--- src/hwei_pkg.sv ---
// Package for the hashed word episode index: constants, types, hash fold.
`timescale 1ns / 1ps
package hwei_pkg;

  localparam int unsigned TableSizeDef   = 10000;
  localparam int unsigned MaxEpisodesDef = 64;
  localparam int unsigned MaxResults     = 64;
  localparam int unsigned ModChunkBits   = 16;
  localparam int unsigned HashWidth      = 64;

  localparam logic [HashWidth-1:0] HashInit  = 64'd5381;
  localparam logic [7:0]           SpaceByte = 8'h20;

  localparam logic CmdIndex = 1'b0;
  localparam logic CmdQuery = 1'b1;

  localparam logic RegEpisodeCount = 1'b0;
  localparam logic RegResultLimit  = 1'b1;

  typedef struct packed {
    logic       command;
    logic [7:0] character;
    logic [6:0] episode;
    logic       last;
  } hwei_req_t;

  typedef struct packed {
    logic [6:0] episode_number;
    logic       end_of_list;
  } hwei_res_t;

  typedef enum logic [2:0] {
    ST_CLEAR,
    ST_IDLE,
    ST_MOD,
    ST_READ,
    ST_WRITE,
    ST_SCAN
  } hwei_state_e;

  typedef struct packed {
    logic accept;
    logic clear_en;
    logic mod_step;
    logic mem_rd;
    logic mem_wr;
    logic scan_step;
    logic emit_hit;
    logic emit_term;
  } hwei_cmd_t;

  typedef struct packed {
    logic clear_done;
    logic word_end;
    logic query;
    logic mod_done;
    logic scan_end;
    logic hit;
    logic full;
  } hwei_status_t;

  // h * 33 + signed byte, wrapping
  function automatic logic [HashWidth-1:0] hwei_fold(input logic [HashWidth-1:0] h,
                                                     input logic [7:0] c);
    return (h << 5) + h + {{(HashWidth-8){c[7]}}, c};
  endfunction

endpackage

--- src/hwei_ctrl.sv ---
// Controller state machine for the hashed word episode index.
`timescale 1ns / 1ps
module hwei_ctrl
  import hwei_pkg::*;
(
  input  logic         clk_i,
  input  logic         rst_ni,
  input  logic         start_i,
  input  hwei_status_t status_i,
  output hwei_cmd_t    cmd_o,
  output logic         busy_o
);

  hwei_state_e state_q, state_d;

  always_ff @(posedge clk_i or negedge rst_ni) begin
    if (!rst_ni) begin
      state_q <= ST_CLEAR;
    end else begin
      state_q <= state_d;
    end
  end

  always_comb begin
    state_d = state_q;
    case (state_q)
      ST_CLEAR: begin
        if (status_i.clear_done) state_d = ST_IDLE;
      end
      ST_IDLE: begin
        if (start_i && status_i.word_end) state_d = ST_MOD;
      end
      ST_MOD: begin
        if (status_i.mod_done) state_d = ST_READ;
      end
      ST_READ: begin
        state_d = status_i.query ? ST_SCAN : ST_WRITE;
      end
      ST_WRITE: begin
        state_d = ST_IDLE;
      end
      ST_SCAN: begin
        if (status_i.scan_end || (status_i.hit && status_i.full)) state_d = ST_IDLE;
      end
      default: begin
        state_d = ST_IDLE;
      end
    endcase
  end

  always_comb begin
    cmd_o  = '0;
    busy_o = 1'b1;
    case (state_q)
      ST_CLEAR: begin
        cmd_o.clear_en = 1'b1;
      end
      ST_IDLE: begin
        busy_o       = 1'b0;
        cmd_o.accept = start_i;
      end
      ST_MOD: begin
        cmd_o.mod_step = 1'b1;
      end
      ST_READ: begin
        cmd_o.mem_rd = 1'b1;
      end
      ST_WRITE: begin
        cmd_o.mem_wr = 1'b1;
      end
      ST_SCAN: begin
        cmd_o.scan_step = 1'b1;
        if (status_i.scan_end || (status_i.hit && status_i.full)) begin
          cmd_o.emit_term = 1'b1;
        end else if (status_i.hit) begin
          cmd_o.emit_hit = 1'b1;
        end
      end
      default: begin
        busy_o = 1'b1;
      end
    endcase
  end

`ifndef SYNTH
  a_scan_exit: assert property (@(posedge clk_i) disable iff (!rst_ni)
    state_q == ST_SCAN |=> state_q == ST_SCAN || state_q == ST_IDLE)
    else $error("scan left to a state other than idle");

  a_term_idle: assert property (@(posedge clk_i) disable iff (!rst_ni)
    cmd_o.emit_term |=> state_q == ST_IDLE)
    else $error("terminator not followed by idle");

  a_busy_idle: assert property (@(posedge clk_i) disable iff (!rst_ni)
    busy_o == (state_q != ST_IDLE))
    else $error("busy does not match idle state");
`endif

endmodule

--- config.mk ---
export PLATFORM = sky130hd
export DESIGN_NAME = hwei_ctrl
export DESIGN_NICKNAME = d
export VERILOG_FILES = /design/src/hwei_pkg.sv /design/src/hwei_ctrl.sv
export SDC_FILE = /design/constraint.sdc
export NUM_CORES = 1
export LEC_CHECK = 0
export ABC_AREA = 0
export BUFFER_PORTS_ARGS = -buffer_cell sky130_fd_sc_hd__buf_4
export CAP_MARGIN = 20
export CORE_AREA = 2 2 39 41
export DETAILED_ROUTE_END_ITERATION = 8
export DIE_AREA = 0 0 41 43
export PLACE_DENSITY_LB_ADDON = 0.1
export REMOVE_ABC_BUFFERS = 1
export SYNTH_ARGS = -nofsm -noshare
export SYNTH_HDL_FRONTEND = slang
export SYNTH_SLANG_ARGS = --single-unit
--- constraint.sdc ---
create_clock -name clk_i -period 1.6 [get_ports clk_i]
set_clock_uncertainty 0.15 [all_clocks]
set_input_delay 0.16 -clock clk_i [delete_from_list [all_inputs] [get_ports clk_i]]
set_output_delay 0.16 -clock clk_i [all_outputs]
set_load 0.02 [all_outputs]
# Word-level counts from Yosys, hierarchy flattened
# Index checks and enable logic that the tools add are counted.
[word_totals] ff_bits=3 latch_bits=0 ramBits=0 rom_bits=0 input_bits=10 output_inout_bits=9 elab_cells=31 mem_count=0
[op_classes] addsub=0 multipliers=0 div_mod_pow=0 order_cmp=0 eq_ne=9 n_shift=0 muxes=16 n_bitwise=0 n_reduce_logical=5
[ops] op="$mux W3" n=5
[ops] op="$pmux W3 S5" n=1
[ops] op="$mux W1" n=10
[ops] op="$ne A2 B2 Y1 const B" n=4
[ops] op="$eq A3 B2 Y1 const B" n=2
[ops] op="$eq A3 B3 Y1 const B" n=2
[ops] op="$reduce_and A4 Y1" n=1
[ops] op="$eq A3 B1 Y1 const B" n=1
[ops] op="$logic_not A3 Y1" n=1
[ops] op="$logic_and A1 B1 Y1" n=2
[ops] op="$logic_or A1 B1 Y1" n=1

# Logic depth before layout (Yosys ltp)
[logic_depth] word_depth=4 ltp_mapped=3 depth_no_buf=2

# Worst setup path before layout
# No wires, ideal clock.
[synth_path] path_kind="register to output" from="register state_q[0]" to="output cmd_o[7] (netlist name)" t_arrival_ps=1178 required_ps=1290 slack_ps=112 path_stages_with_launch=4 path_buffers=1 path_cell_list="dfrtp_1 buf_6 or3b_1 nor2_2"
[synth_rtl] item="from (decl)" line="hwei_ctrl.sv:14" text="hwei_state_e state_q, state_d;"
[synth_rtl] item="from (signal assigned)" line="hwei_ctrl.sv:20" text="state_q <= state_d;"
[synth_rtl] item="to (decl)" line="hwei_ctrl.sv:10" text="output hwei_cmd_t cmd_o,"

==> metrics.cfg <==
[layout]
largest_reg_flops = 3
drive_gt1_frac = 0.7407
largest_register = state_q
fillers = 154
fin_area_sq_um = 511.7
reg_top3 = state_q (3)
instances_no_fill = 70
area_growth_pct = 114.1
nets = 65
n_antenna_cell = 0

[grt]
grt_max_degree = 8
grt_antenna_before_repair = 0
grt_pass1_wl_mm = 1.186
gr-total-overflow = 0
track_usage = 0.09960
grt_pass1_vias = 298

[synthesis]
synth_compound_area_frac = 0.1675
yosys_most_used_dff = dfrtp_1
syn_area_sq_um = 239.0
netlist_instances = 24
synth_top_area_cell = dfrtp_1
yosys-mux-area-fraction = 0.04712
async_reset_ff_frac = 1.000
synth_top_area_frac = 0.3141
yosys.area_share.simple = 0.3927
syn_area_per_cell_sq_um = 9.957
synth.distinct_cells = 20
ys_warn_count = 0
synth_area_leaders = dfrtp_1 31%, nor3b_1 6.3%, nor4b_2 6.3%
ys_ff_latch = 3
synth_edf_count = 0
synth-xor-area-share = 0
ys_top_cells_by_count = 3 x dfrtp_1, 2 x inv_1, 2 x nor3b_1
yosys.area_share.adder = 0
synth_most_common_cell = dfrtp_1
ys_seq_area_frac = 0.3141
synth_top_family_by_area = simple AND/OR/NAND/NOR gates

[place]
place_area_sq_um = 382.9
io_buffers = 18
gp_congestion = 0.6132
dp_worst_setup_slack_ns = 0.1297
dp_cells = 57
dp_hpwl_um = 486.7

[floorplanning]
die-area_sq_um = 1763
die_width_um = 41
start_util = 0.1727
dieHeight_um = 43
row_count = 14
core-area_sq_um = 1384
ioPinCount = 19

[outcome]
violations = negative setup slack
status = finished with violations

[sta]
maxSlewViolCount = 0
max_slew_margin = 0.8702
final-hold-violation-count = 0
post-route-min-period_ns = 1.626
tightest_slew_ns = 0.1942
whs_ns = 0.06667
setup_tns_ns = -0.02558
grt_setup_unrepaired = true
period_share = 1.016
fmax_mhz = 615.2
setup_viol = 1
setup_ws_ns = -0.02558

[clock_tree]
clk_pin_slew_ns = 0.04
cts.sinks = 3
cts.htree.levels = 1
cts_tree = done
cts-root-buf = clkbuf_4
clk_path_buf_depth = 2
numCtsBuffers = 3
insertion_delay_ns = 0.23

[critical_path]
cp.arrival_ns = 1.32
slowest_stage = dfrtp_2
crit_family = simple AND/OR/NAND/NOR gates
startpoint_type = register
required_ns = 1.29
critPathKind = register to primary output
cp-end-kind = primary output
path_cells = nand3b_1 -> nor4b_2 -> buf_4
cp_num_buf_inv = 1
cp_slowest_stage_delay_ns = 0.41
cp_max_fo = 4

[drt]
drc_errors = 0
wl_per_cell_um = 10.51
ant_nets = 0
drtIter0Drc = 5
vias = 295
drt-vias-per-instance = 4.214
wirelength_um = 736
firstDrtPassIters = 3

[min_path]
hold_path_class = input port to register

[run]
timing.max_cap.violations = 0

[power]
power_density_nw_per_um2 = 1817
vdd_drop_max_uv = 653.0
p_leak_nw = 0.2512

==> power breakdown <==
part	switching, mW	total (mW)	internal (mW)
Sequential	0.0397	0.157	0.117
Clock	0.0369	0.130	0.0933
Combinational	0.287	0.643	0.356
==> through the flow <==
stage	total power, mW	util
after floorplan	0.4201	-
after global placement	0.5935	0.2767
after detailed placement	0.5988	0.2767
after CTS	0.8701	0.3427
after global routing	0.9985	0.3698
final	0.9299	0.3698
==> final cells by class <==
type,count,area (sq um),area share
clock buffers,4,26.28,0.05134
inverters,2,7.507,0.01467
multi-input cells,18,162.7,0.3178
flip-flops and latches,3,78.83,0.1540
well taps,16,20.02,0.03912
repair buffers,27,216.5,0.4230
==> cells by family after synthesis <==
group                  count (synthesis)
AO/OA/AOI/OAI                          5
flip-flops                             3
buffers and inverters                  3
multiplexers                           1
AND/OR/NAND/NOR                       12
==> cell usage in the layout, fill, tap and decap left out, types with 3 or more instances in the layout <==
cell,Yosys,layout
clkbuf_4,0,3
buf_4,0,23
buf_6,1,3
dfrtp_2,0,3
==> path summary, 6_finish.rpt <==
path | start | to | slack (ns) | depth (start not counted)
min in group asynchronous | rst_ni | state_q[0]$_DFFE_PN0P_ | 0.11 | 2
hold reg to reg | state_q[2]$_DFFE_PN0P_ | state_q[1]$_DFFE_PN0P_ | 0.46 | 2
hold / removal | status_i[2] | state_q[2]$_DFFE_PN0P_ | 0.07 | 3
setup reg to reg | state_q[0]$_DFFE_PN0P_ | state_q[0]$_DFFE_PN0P_ | 0.20 | 3
setup / recovery | state_q[1]$_DFFE_PN0P_ | cmd_o[1] | -0.03 | 3
max in group asynchronous | rst_ni | state_q[2]$_DFFE_PN0P_ | 1.09 | 2
==> routing by layer <==
metal,GRT usage,up-vias,part of all wire
met2,0.1594,14,0.53
met4,0.02000,0,0
met3,0.04712,0,0.071
li1,-,149,-
met5,0,-,0
met1,0.1165,132,0.39
==> worst reg2reg max path, stage by stage (launching register included) <==
cell and delay, ns:
dfrtp_2 0.38, buf_4 0.14, mux2_2 0.32, a221o_1 0.29
==> repair_timing <==
item | 4_1_cts | 5_1_grt
pin swaps | 0 | 2
endpoints found under the hold margin | 3 | 0
setup buffers | 6 | 2
endpoints found under the setup margin | 3 | 2
hold buffers | 1 | 0
resized for setup | 5 | 6
No activity file was read; power rests on OpenSTA's default activity.
